**src/sv/assert_macros.svh**
```systemverilog
// Assertion macros shared by the priority queue RTL.
`ifndef ASSERT_MACROS_SVH
`define ASSERT_MACROS_SVH

// Check that a condition implies a consequence in the same cycle.
`define ASSERT_IMPLIES(label, clk, rst_n, cond, cons) \
    label: assert property (@(posedge clk) disable iff (!(rst_n)) (cond) |-> (cons)) \
        else $error("implication check failed");

// Check that a condition implies a consequence in the next cycle.
`define ASSERT_NEXT(label, clk, rst_n, cond, cons) \
    label: assert property (@(posedge clk) disable iff (!(rst_n)) (cond) |=> (cons)) \
        else $error("next-cycle check failed");

`endif

```
**src/sv/pqmm_pkg.sv**
```systemverilog
// Shared constants and types of the priority queue core and its cells.
`default_nettype none

package pqmm_pkg;

    localparam int CAPACITY    = 64;
    localparam int VALUE_WIDTH = 32;
    localparam int CNT_W       = $clog2(CAPACITY + 1);

    localparam logic [CNT_W-1:0] CNT_MAX = CNT_W'(CAPACITY);

    // Operation codes
    localparam logic [1:0] OP_INSERT = 2'd0;
    localparam logic [1:0] OP_REMOVE = 2'd1;
    localparam logic [1:0] OP_PEEK   = 2'd2;
    localparam logic [1:0] OP_CLEAR  = 2'd3;

    // Status codes
    localparam logic [1:0] ST_OK    = 2'd0;
    localparam logic [1:0] ST_EMPTY = 2'd1;
    localparam logic [1:0] ST_FULL  = 2'd2;

    // Command broadcast to every cell of the row
    typedef enum logic [2:0] {
        CELL_HOLD  = 3'd0,
        CELL_INS   = 3'd1,
        CELL_SHL   = 3'd2,
        CELL_TRIM  = 3'd3,
        CELL_CLEAR = 3'd4
    } t_cell_op;

    typedef struct packed {
        t_cell_op                      op;
        logic signed [VALUE_WIDTH-1:0] value;
    } t_cell_ctl;

    // What one cell shows its neighbors
    typedef struct packed {
        logic signed [VALUE_WIDTH-1:0] val;
        logic                          vld;
        logic                          above;
    } t_cell_bus;

endpackage

`default_nettype wire

```
**src/sv/pqmm_cell.sv**
```systemverilog
// One cell of the sorted row: holds one entry, ascending from cell 0.
`default_nettype none
`include "assert_macros.svh"

module pqmm_cell (
    input  wire logic                 i_clk,
    input  wire logic                 i_rst_n,
    input  wire pqmm_pkg::t_cell_ctl  i_ctl,
    input  wire pqmm_pkg::t_cell_bus  i_left,
    input  wire pqmm_pkg::t_cell_bus  i_right,
    output pqmm_pkg::t_cell_bus       o_bus
);

    logic signed [pqmm_pkg::VALUE_WIDTH-1:0] r_val;
    logic signed [pqmm_pkg::VALUE_WIDTH-1:0] n_val;
    logic                                    r_vld;
    logic                                    n_vld;
    logic                                    w_above;

    // An empty cell ranks above any value, so inserts land at the first free place
    assign w_above = !r_vld || (r_val > i_ctl.value);

    assign o_bus.val   = r_val;
    assign o_bus.vld   = r_vld;
    assign o_bus.above = w_above;

    // Next entry for each row command
    always_comb begin
        n_val = r_val;
        n_vld = r_vld;
        unique case (i_ctl.op)
            pqmm_pkg::CELL_HOLD: begin
            end
            pqmm_pkg::CELL_INS: begin
                if (w_above) begin
                    if (i_left.above) begin
                        n_val = i_left.val;
                        n_vld = i_left.vld;
                    end else begin
                        n_val = i_ctl.value;
                        n_vld = 1'b1;
                    end
                end
            end
            pqmm_pkg::CELL_SHL: begin
                n_val = i_right.val;
                n_vld = i_right.vld;
            end
            pqmm_pkg::CELL_TRIM: begin
                n_vld = r_vld && i_right.vld;
            end
            pqmm_pkg::CELL_CLEAR: begin
                n_vld = 1'b0;
            end
            default: begin
            end
        endcase
    end

    // Hold the entry
    always_ff @(posedge i_clk) begin
        if (!i_rst_n) begin
            r_vld <= 1'b0;
        end else begin
            r_vld <= n_vld;
        end
    end

    always_ff @(posedge i_clk) begin
        r_val <= n_val;
    end

    // Occupied cells form an unbroken run from cell 0
    `ASSERT_IMPLIES(a_cell_prefix, i_clk, i_rst_n, i_right.vld, r_vld)
    // A valid right neighbor never holds a smaller value than this cell
    `ASSERT_IMPLIES(a_cell_sorted, i_clk, i_rst_n, i_right.vld, !(r_val > i_right.val))

endmodule

`default_nettype wire

```
**config.mk**
```make
export PLATFORM = sky130hd
export DESIGN_NAME = pqmm_cell
export DESIGN_NICKNAME = d
export VERILOG_FILES = /design/src/sv/pqmm_pkg.sv /design/src/sv/pqmm_cell.sv
export VERILOG_INCLUDE_DIRS = /design/src /design/src/sv
export SDC_FILE = /design/constraint.sdc
export NUM_CORES = 1
export LEC_CHECK = 0
export ABC_CLOCK_PERIOD_IN_PS = 9640
export BUFFER_PORTS_ARGS = -buffer_cell sky130_fd_sc_hd__buf_4
export CAP_MARGIN = 0
export CORE_ASPECT_RATIO = 1.75
export CORE_MARGIN = 2
export CORE_UTILIZATION = 43
export CTS_BUF_LIST = sky130_fd_sc_hd__clkbuf_8
export CTS_CLUSTER_DIAMETER = 30
export DETAILED_ROUTE_END_ITERATION = 10
export MAX_ROUTING_LAYER = met4
export PLACE_DENSITY = 0.78
export SLEW_MARGIN = 20
export SYNTH_ARGS = -nofsm -noshare
export SYNTH_HDL_FRONTEND = slang
export SYNTH_SLANG_ARGS = --single-unit
```
**constraint.sdc**
```tcl
create_clock -name i_clk -period 9.64 [get_ports i_clk]
set_input_delay 0.482 -clock i_clk [delete_from_list [all_inputs] [get_ports i_clk]]
set_output_delay 0.482 -clock i_clk [all_outputs]
set_load 0.01 [all_outputs]
```
# [After elaboration in Yosys (flattened, before gate mapping)]
# Cells that the tools add are included.
[totals] reg_bits=33 latchBits=0 ramBits=0 output_inout_bits=34 rom_bits=0 in_bits=105 mem_count=0
[classes] muxes=6 n_addsub=0 n_mul=0 n_eq_ne=5 reduce_logical=7 div_mod_pow=0 bitwise=0 shift=0 order_cmp=1
[op_table] cell="$mux 32" n=2
[op_table] cell="$pmux 32 s2" n=1
[op_table] cell="$gt 32x32->1" n=1
[op_table] cell="$eq 3x2->1 const B" n=2
[op_table] cell="$pmux 1 s4" n=1
[op_table] cell="$reduce_and 2->1" n=2
[op_table] cell="$reduce_bool 4->1" n=1
[op_table] cell="$eq 3x1->1 const B" n=1
[op_table] cell="$eq 3x3->1 const B" n=1
[op_table] cell="$mux 1" n=2
[op_table] cell="$ne 2x2->1 const B" n=1
[op_table] cell="$reduce_bool 2->1" n=1
[op_table] cell="$logic_and 1x1->1" n=1
[op_table] cell="$logic_not 1->1" n=1
[op_table] cell="$logic_or 1x1->1" n=1

# [Longest topological paths before layout]
# Gate-level depths: netlist of run 1.
[depth] word_depth=4 depth_mapped=9

# [Worst setup path before layout of run 1]
# No wires, ideal clock.
[synth_path] kind="in2reg" start="input port i_ctl[31] (netlist name)" end="register r_val[0] (netlist name) (enable)" setup_ns=0.441 path_slack_ns=5.787 t_required_ns=9.199 arrival_ns=3.412 stages=8 path_buffers=0 path_cell_list="inv_1 > ha_1 > and4_1 > and4_1 > and2_2 > a311oi_1 > o2bb2ai_1 > a31oi_1"
[synth_via] elab_chain_len=4
[synth_lines] element="start: declaration" line_no="pqmm_cell.sv:8" rtl="input wire pqmm_pkg::t_cell_ctl i_ctl,"
[synth_lines] element="$gt 32x32->1" line_no="pqmm_cell.sv:21" rtl="assign w_above = !r_vld || (r_val > i_ctl.value);"
[synth_lines] element="$logic_or 1x1->1" line_no="pqmm_cell.sv:21"
[synth_lines] element="$ne 2x2->1 (no line)"
[synth_lines] element="$reduce_and 2->1 (no line)"
[synth_lines] element="end signal: assignment" line_no="pqmm_cell.sv:70" rtl="r_val <= n_val;"
[synth_lines] element="end: declaration" line_no="pqmm_cell.sv:14" rtl="logic signed [pqmm_pkg::VALUE_WIDTH-1:0] r_val;"
# Every way passes these cells.
# A chain may end at the register's enable or synchronous reset.

# [Worst setup path after layout of run 1]
[layout_path] start="register r_val[31] (netlist name)" end="register r_val[16] (netlist name) (enable)"
[layout_via] elab_chain_len=4
[layout_lines] element="$gt 32x32->1" line_no="pqmm_cell.sv:21"
[layout_lines] element="$logic_or 1x1->1" line_no="pqmm_cell.sv:21"
[layout_lines] element="$ne 2x2->1 (no line)"
[layout_lines] element="$reduce_and 2->1 (no line)"
# Every way passes these cells.

==> results of run 1 <==
[final cells by class]
class                      count  area [sq um]
timing repair buffer         138          1040
tap                           78          97.6
clock buffer                   5          68.8
fill                         532          2100
inverter                      36           135
clock inverter                 3          13.8
sequential                    33           981
multi-input combinational    203          1490
[synth_stat cells, drive strengths merged]
library cell,count
nand2,44
inv,36
o21ai,36
edfxtp,32
ha,32
mux2i,32
a21oi,17
clkbuf,7
buf,6
nor2b,4
and3,3
and4,3
nor2,3
nor3b,3
a21o,2
nand2b,2
nand3,2
nand4,2
nor3,2
a211o,1
a211oi,1
a221oi,1
a22oi,1
a311oi,1
a31oi,1
and2,1
dfxtp,1
nor4,1
o211a,1
o211ai,1
o21a,1
o221ai,1
o2bb2ai,1
o31a,1
o31ai,1
or4,1
[placed cells by master, fill, tap and decap left out, types with 3 or more instances in the layout]
cell	n
a21oi_1	17
and3_1	3
and4_1	3
buf_4	138
clkbuf_8	5
edfxtp_1	32
ha_1	32
inv_1	37
mux2i_1	32
nand2_1	44
nor2_1	3
nor2b_1	4
o21ai_1	34
[power by group through the flow]
| stage | Sequential (uW) | Clock, uW | Combinational (uW) |
|---|---|---|---|
| after CTS | 175 | 102 | 119 |
| after global placement | 178 | 0 | 115 |
| after floorplan | 182 | 0 | 53.7 |
| final | 175 | 99.2 | 118 |
| after detailed placement | 178 | 0 | 119 |
| after global routing | 176 | 107 | 131 |
[state kept, by name, summed over array words and instances, names as in the netlist]
signal,count
r_vld,1
r_val,32
[logic make-up after synthesis]
logic type	after synthesis	share of synthesized area
and+or+nand+nor	71	0.134
muxes	32	0.121
DFF	33	0.370
adders and majority gates	32	0.151
buffers and inverters	49	0.0732
AOI/OAI and AO/OA	68	0.150
[critical path, delay by kind of cell (launching register included)]
| family | cells | cell delay, ps |
|---|---|---|
| compound gates | 3 | 1300 |
| fa+ha+maj | 1 | 320 |
| simple gates | 3 | 660 |
| flops | 1 | 400 |
[stage by stage]
stage	instances	hold WS, ps
2_1_floorplan	285	669
3_3_place_gp	488	760
3_5_place_dp	488	767
4_1_cts	496	472
5_1_grt	496	484
6_report	496	480
[layer usage]
layer	wire, um	part of all wire	vias up
met5	0	0	-
met2	4110	0.59	77
met3	267	0.038	16
li1	-	-	1277
met1	2400	0.34	1144
met4	216	0.031	0
[worst max-delay path by stage]
| stage | startpoint | end | slack (ps) | depth (start not counted) |
|---|---|---|---|---|
| after floorplan | i_ctl[31] | r_val[0]$_DFFE_PP_ | 5790 | 8 |
| after global placement | i_ctl[31] | r_val[16]$_DFFE_PP_ | 6360 | 9 |
| after detailed placement | i_ctl[31] | r_val[16]$_DFFE_PP_ | 6300 | 9 |
| after CTS | r_val[31]$_DFFE_PP_ | r_val[15]$_DFFE_PP_ | 6510 | 7 |
| after global routing | r_val[31]$_DFFE_PP_ | r_val[13]$_DFFE_PP_ | 6360 | 7 |
| final | r_val[31]$_DFFE_PP_ | r_val[16]$_DFFE_PP_ | 6570 | 7 |
==> metrics.md, run 1 <==
| Metric | Value |
|---|---|
| Slew @ Worst Pin | 1070 ps |
| CTS Buf Count | 5 |
| Final setup vio count | 0 |
| Yosys reg bits | 33 |
| HP Start | i_right[29] |
| Worst path arrival time | 2970 ps |
| Final WL | 6.99 mm |
| CORE AREA | 0.00593 sq mm |
| DRC | 0 |
| GRT met3 Usage | 0.0241 |
| Die area | 0.00683 sq mm |
| Sequential share of the synthesized area | 0.370 |
| Resized cells post-CTS | 0 |
| Clock root cell | clkbuf_8 |
| Worst hold endpoint | r_val[27]$_DFFE_PP_ |
| Die width | 63.3 um |
| Post-Synthesis Cell Area | 0.00265 sq mm |
| Fin. max-slew vios | 0 |
| Sw power | 110 uW |
| Fin crit period | 3070 ps |
| IO buf count | between 100 and 150 |
| Cell internal pwr | roughly 280 uW |
| Pwr dens | 102 mW/mm^2 |
| Seq pwr share | 0.447 |
| Clock power share | 0.253 |
| Syn nets | 422 |
| Reg2reg setup slack | 6570 ps |
| Crit Path Category | register to register |
| Total iterations of the first detailed-routing run | 4 |
| Die Height | 108 um |
| Top-area cell type share of the netlist area | 0.363 |
| Post-CTS Setup Inserts | 0 |
| Crit-path max FO | 32 |
| Vias in the first global route | roughly 2,500 |
| Post-DP HPWL | 5.64 mm |
| CTS sink cnt | 33 |
| Fin worst setup slack | 6570 ps |
| Final Cycle Share | 0.319 |
| H-tree levels | 2 |
| Hold Path Depth | 3 |
| CTS max path bufs | 2 |
| Worst setup EP type | register |
| Maximum VDD drop | 75.6 uV |
| Status | completed |
| Ratio of cells with drive above 1 in the final layout | 0.368 |
| Hold Path Class | input port to register |
| Most Frequent Cell on Critical Path | and4_1 |
| Maxcap violations | 0 |
| Vias | 2,514 |
| R2r worst-path depth | 7 |
| Switching share of power | 0.280 |
| Worst r2r dst | r_val[16]$_DFFE_PP_ |
| # diodes | 0 |
| Syn-to-layout area delta | 44.4% |
| # rows | 37 |
| Worst path max stage delay | 870 ps |
| Tot GR Track Use | 0.210 |
| Slew headroom | 0.285 |
| RSZ-0062 raised after global routing | false |
| First-pass GRT wire length | 11.0 mm |
| Total power of the final layout | 392 uW |
| Achievable Freq | 0.325 GHz |
| Final instance area | 0.00383 sq mm |
| Placed inst area | approximately 0.0037 sq mm |
| CTS tree | yes |
| I/O pin count | approximately 140 |
| Peak-usage layer in the global routing report | met2 |
| CP max-delay cell | a31oi_4 |
| Gate power share | 0.300 |
| Critical Path Start Type | register |
| GR Layer Usage met1 | 0.198 |
| Yosys top cell by area | edfxtp_1 |
| Yosys warns | 0 |
| Final design utilization | 0.646 |
| Hold Violations, Final | 0 |
| GPL Wtd Cong | 0.760 |
| Mapped Avg Cell Area | 9.29 sq um |
| Synth area leaders | edfxtp_1 36%, ha_1 15%, mux2i_1 12%, o21ai_1 6.4%, nand2_1 6.2% |
| Hold buffers post-CTS | 0 |
| Critical path required time | ~9500 ps |
| Worst path cell trace | ha_1 -> and4_1 -> and4_1 -> and2_2 -> a311oi_1 -> o2bb2ai_1 -> a31oi_4 |
| Initial antenna violation count | 0 |
| Vias/cell | 5.07 |
| Met2 Use GR | 0.413 |
| TNS Setup | 0 ps |
| Setup WS pre-CTS | 6300 ps |
| Number of nets in the layout | 554 |
| Fin Clk Skew | 8.91 ps |
| Initial DRC count | 100 |
| Later-pin clock latency in the skew report | 290 ps |
| Drt wl/cell | 14.1 um |
| Clock transition at path regs | 70 ps |
| Pleak | 0.00191 uW |
| GRT Residual Overflow | 0 |
| Mapped Cells | roughly 290 |
| Post-route ant nets | 0 |
| R2r startpoint | r_val[31]$_DFFE_PP_ |
| Synth unique cells | 40 |
| Pin count of the biggest net entering global routing | 66 |
| Starting Density | 0.447 |
(Power assumes the default switching activity.)
==> inputs of run 2 (changes only) <==
Settings changed: ABC_CLOCK_PERIOD_IN_PS 9640 to 2500, PLACE_DENSITY 0.78 to 0.81.
Clock period 9.64 ns to 2.5 ns, I/O delays scaled along.
==> metrics.md, run 2 (synthesis gave the netlist of run 1 again) <==
| Metric | Value |
|---|---|
| Tot GR Track Use | 0.228 (+0.0184) |
| Total power of the final layout | 1610 uW (+310%) |
| Status | complete, but fails checks |
| Largest register FFs | 32 (unchanged) |
| Initial DRC count | 80 (-20%) |
| Fin Clk Skew | 3.44 ps (-5.47 ps) |
| Most flop-heavy register | r_val |
| Pin count of the biggest net entering global routing | 51 (-23%) |
| Crit Path Category | register to output port |
| CTS Buf Count | 5 (unchanged) |
| First-pass GRT wire length | 12.0 mm (+9.2%) |
| Slew @ Worst Pin | 566 ps (-506 ps) |
| CTS max path bufs | 2 (unchanged) |
| Final Cycle Share | 1.00 |
| Cell internal pwr | 1160 uW (+310%) |
| WHS | 119 ps (-361 ps) |
| Clock power share | 0.254 (about the same) |
| Starting Density | 0.447 (unchanged) |
| Failing checks | setup timing |
| TNS Setup | -7.41 ps (-7.41 ps) |
| IO buf count | 137 (unchanged) |
| Worst path max stage delay | 550 ps (-320 ps) |
| Most frequent cells in the layout | 147 x buf_4, 44 x nand2_1, 38 x inv_1 |
| CTS sink cnt | 33 (unchanged) |
| H-tree levels | 2 (unchanged) |
| Syn-to-layout area delta | 56.6% |
| WP buf/inv | 1 (+1) |
| Reg2reg setup slack | 20 ps (-6550 ps) |
| DRC | 0 (unchanged) |
| Delay-heaviest family, CP | simple AND/OR/NAND/NOR gates |
| GPL Wtd Cong | 0.754 (-0.71%) |
| Hold buffers post-CTS | 0 (unchanged) |
| Sw power | 456 uW (+320%) |
| Fin. max-slew vios | 0 (unchanged) |
| Die width | 63.3 um (unchanged) |
| Die area | 0.00683 sq mm (unchanged) |
| Worst path cell trace | ha_4 -> nand4_4 -> or4_4 -> o221ai_4 -> a21oi_2 -> o31ai_2 -> buf_4 |
| Critical Path Start Type | register |
| I/O pin count | 139 (unchanged) |
| Slew headroom | 0.623 (+0.338) |
| Pleak | 0.00202 uW (+5.9%) |
| Crit path depth | 7 (unchanged) |
| Hold Path Class | input port to register |
| GRT Residual Overflow | 0 (unchanged) |
| Fin worst setup slack | -7.41 ps (-6580 ps) |
| Maxcap violations | 0 (unchanged) |
| Seq pwr share | 0.420 (-0.027) |
| # rows | 37 (unchanged) |
| Initial antenna violation count | 0 (unchanged) |
| Achievable Freq | ~0.40 GHz |
| Ratio of cells with drive above 1 in the final layout | 0.425 (+0.0562) |
| Commonest non-fill, non-tap cell in the layout | buf_4 |
| Post-DP HPWL | 5.97 mm (+5.9%) |
| Later-pin clock latency in the skew report | 280 ps (about the same) |
| # diodes | 0 (unchanged) |
| CP max-delay cell | or4_4 |
| Hold Violations, Final | 0 (unchanged) |
| Final WL | 7.64 mm (+9.4%) |
| Vias in the first global route | 2,755 (+8.5%) |
| Vias/cell | 5.16 (+1.9%) |
| Clock root cell | clkbuf_8 |
| Die Height | 108 um (unchanged) |
| Largest registers | r_val (32), r_vld (1) |
| CTS tree | yes |
| Post-route ant nets | 0 (unchanged) |
| Final setup vio count | 1 (+1) |
| Crit-path max FO | 3 (-91%) |
| Switching share of power | 0.282 (+0.00253) |
| Number of nets in the layout | 567 (+2.3%) |
| CORE AREA | 0.00593 sq mm (unchanged) |
| Drt wl/cell | 15.0 um (+6.6%) |
| Clock transition at path regs | 70 ps (about the same) |
| Total iterations of the first detailed-routing run | 4 (unchanged) |
| Critical path required time | 2380 ps (-7160 ps) |
| Setup WS pre-CTS | 8.93 ps (-6290 ps) |
| R2r worst-path depth | 8 (+1) |
| Vias | 2,628 (+4.5%) |
| Worst path arrival time | 2380 ps (-590 ps) |
| Hold Path Depth | 3 (unchanged) |
| RSZ-0062 raised after global routing | true |
| Worst setup EP type | output port |
| Pwr dens | 389 mW/mm^2 (+280%) |
| Maximum VDD drop | 340 uV (+350%) |
| Fin crit period | 2510 ps |
| Gate power share | 0.327 (+0.027) |
## run 2: cell count changes in the layout (fill, tap and decap cells not counted), sizes merged
cell    change
buf        +12
clkinv      -2
clkbuf      +2
inv         +1
## run 2: worst paths after layout
kind                               to                 from
setup reg to reg   r_val[4]$_DFFE_PP_  r_val[31]$_DFFE_PP_
hold reg to reg    r_vld$_SDFFE_PN0P_   r_vld$_SDFFE_PN0P_
setup / recovery             o_bus[0]  r_val[14]$_DFFE_PP_
hold / removal    r_val[19]$_DFFE_PP_          i_right[21]
## run 2: worst reg2reg max path: stages (launching register included)
cell	delay, ps
edfxtp_1	430
ha_4	300
and4_4	230
and4_4	230
and2_4	190
nor3b_4	230
a211oi_4	70
a31oi_4	310
clkbuf_16	220
## run 2: power groups by stage
stage / clock network, uW / registers, uW / logic, uW
4_1_cts: 421 / 675 / 488
5_1_grt: 441 / 682 / 580
3_5_place_dp: 0 / 687 / 482
3_3_place_gp: 0 / 684 / 468
2_1_floorplan: 0 / 700 / 220
6_report: 410 / 677 / 527
## run 2: metrics by stage
stage | cells | cell area, sq um | utilization
final | 509 | 4150 | 0.700
after global routing | 509 | 4150 | 0.700
after CTS | 502 | 3940 | 0.665
after detailed placement | 492 | 3830 | 0.647
after global placement | 492 | 3830 | 0.647
after floorplan | 285 | 2710 | -
## run 2: final cells by class
class	instances	area [sq um]
fillers	489	1780
multi-input cells	203	1670
repair buffers	151	1170
flip-flops and latches	33	981
inverters	36	135
well taps	78	97.6
clock buffers	6	82.6
clock inverters	2	7.51
## run 2: metal layers
layer,GRT usage,vias up,part of all wire
met4,0.0730,0,0.013
met3,0.0262,7,0.036
met5,-,-,0
met2,0.458,81,0.61
met1,0.221,1236,0.35
li1,-,1304,-
## run 2: repair_timing
item	CTS	global route
pin swaps	0	6
buffers inserted	2	5
resized for setup	0	19
setup endpoints to repair	33	33
cloned	0	2
hold endpoints to repair	0	0
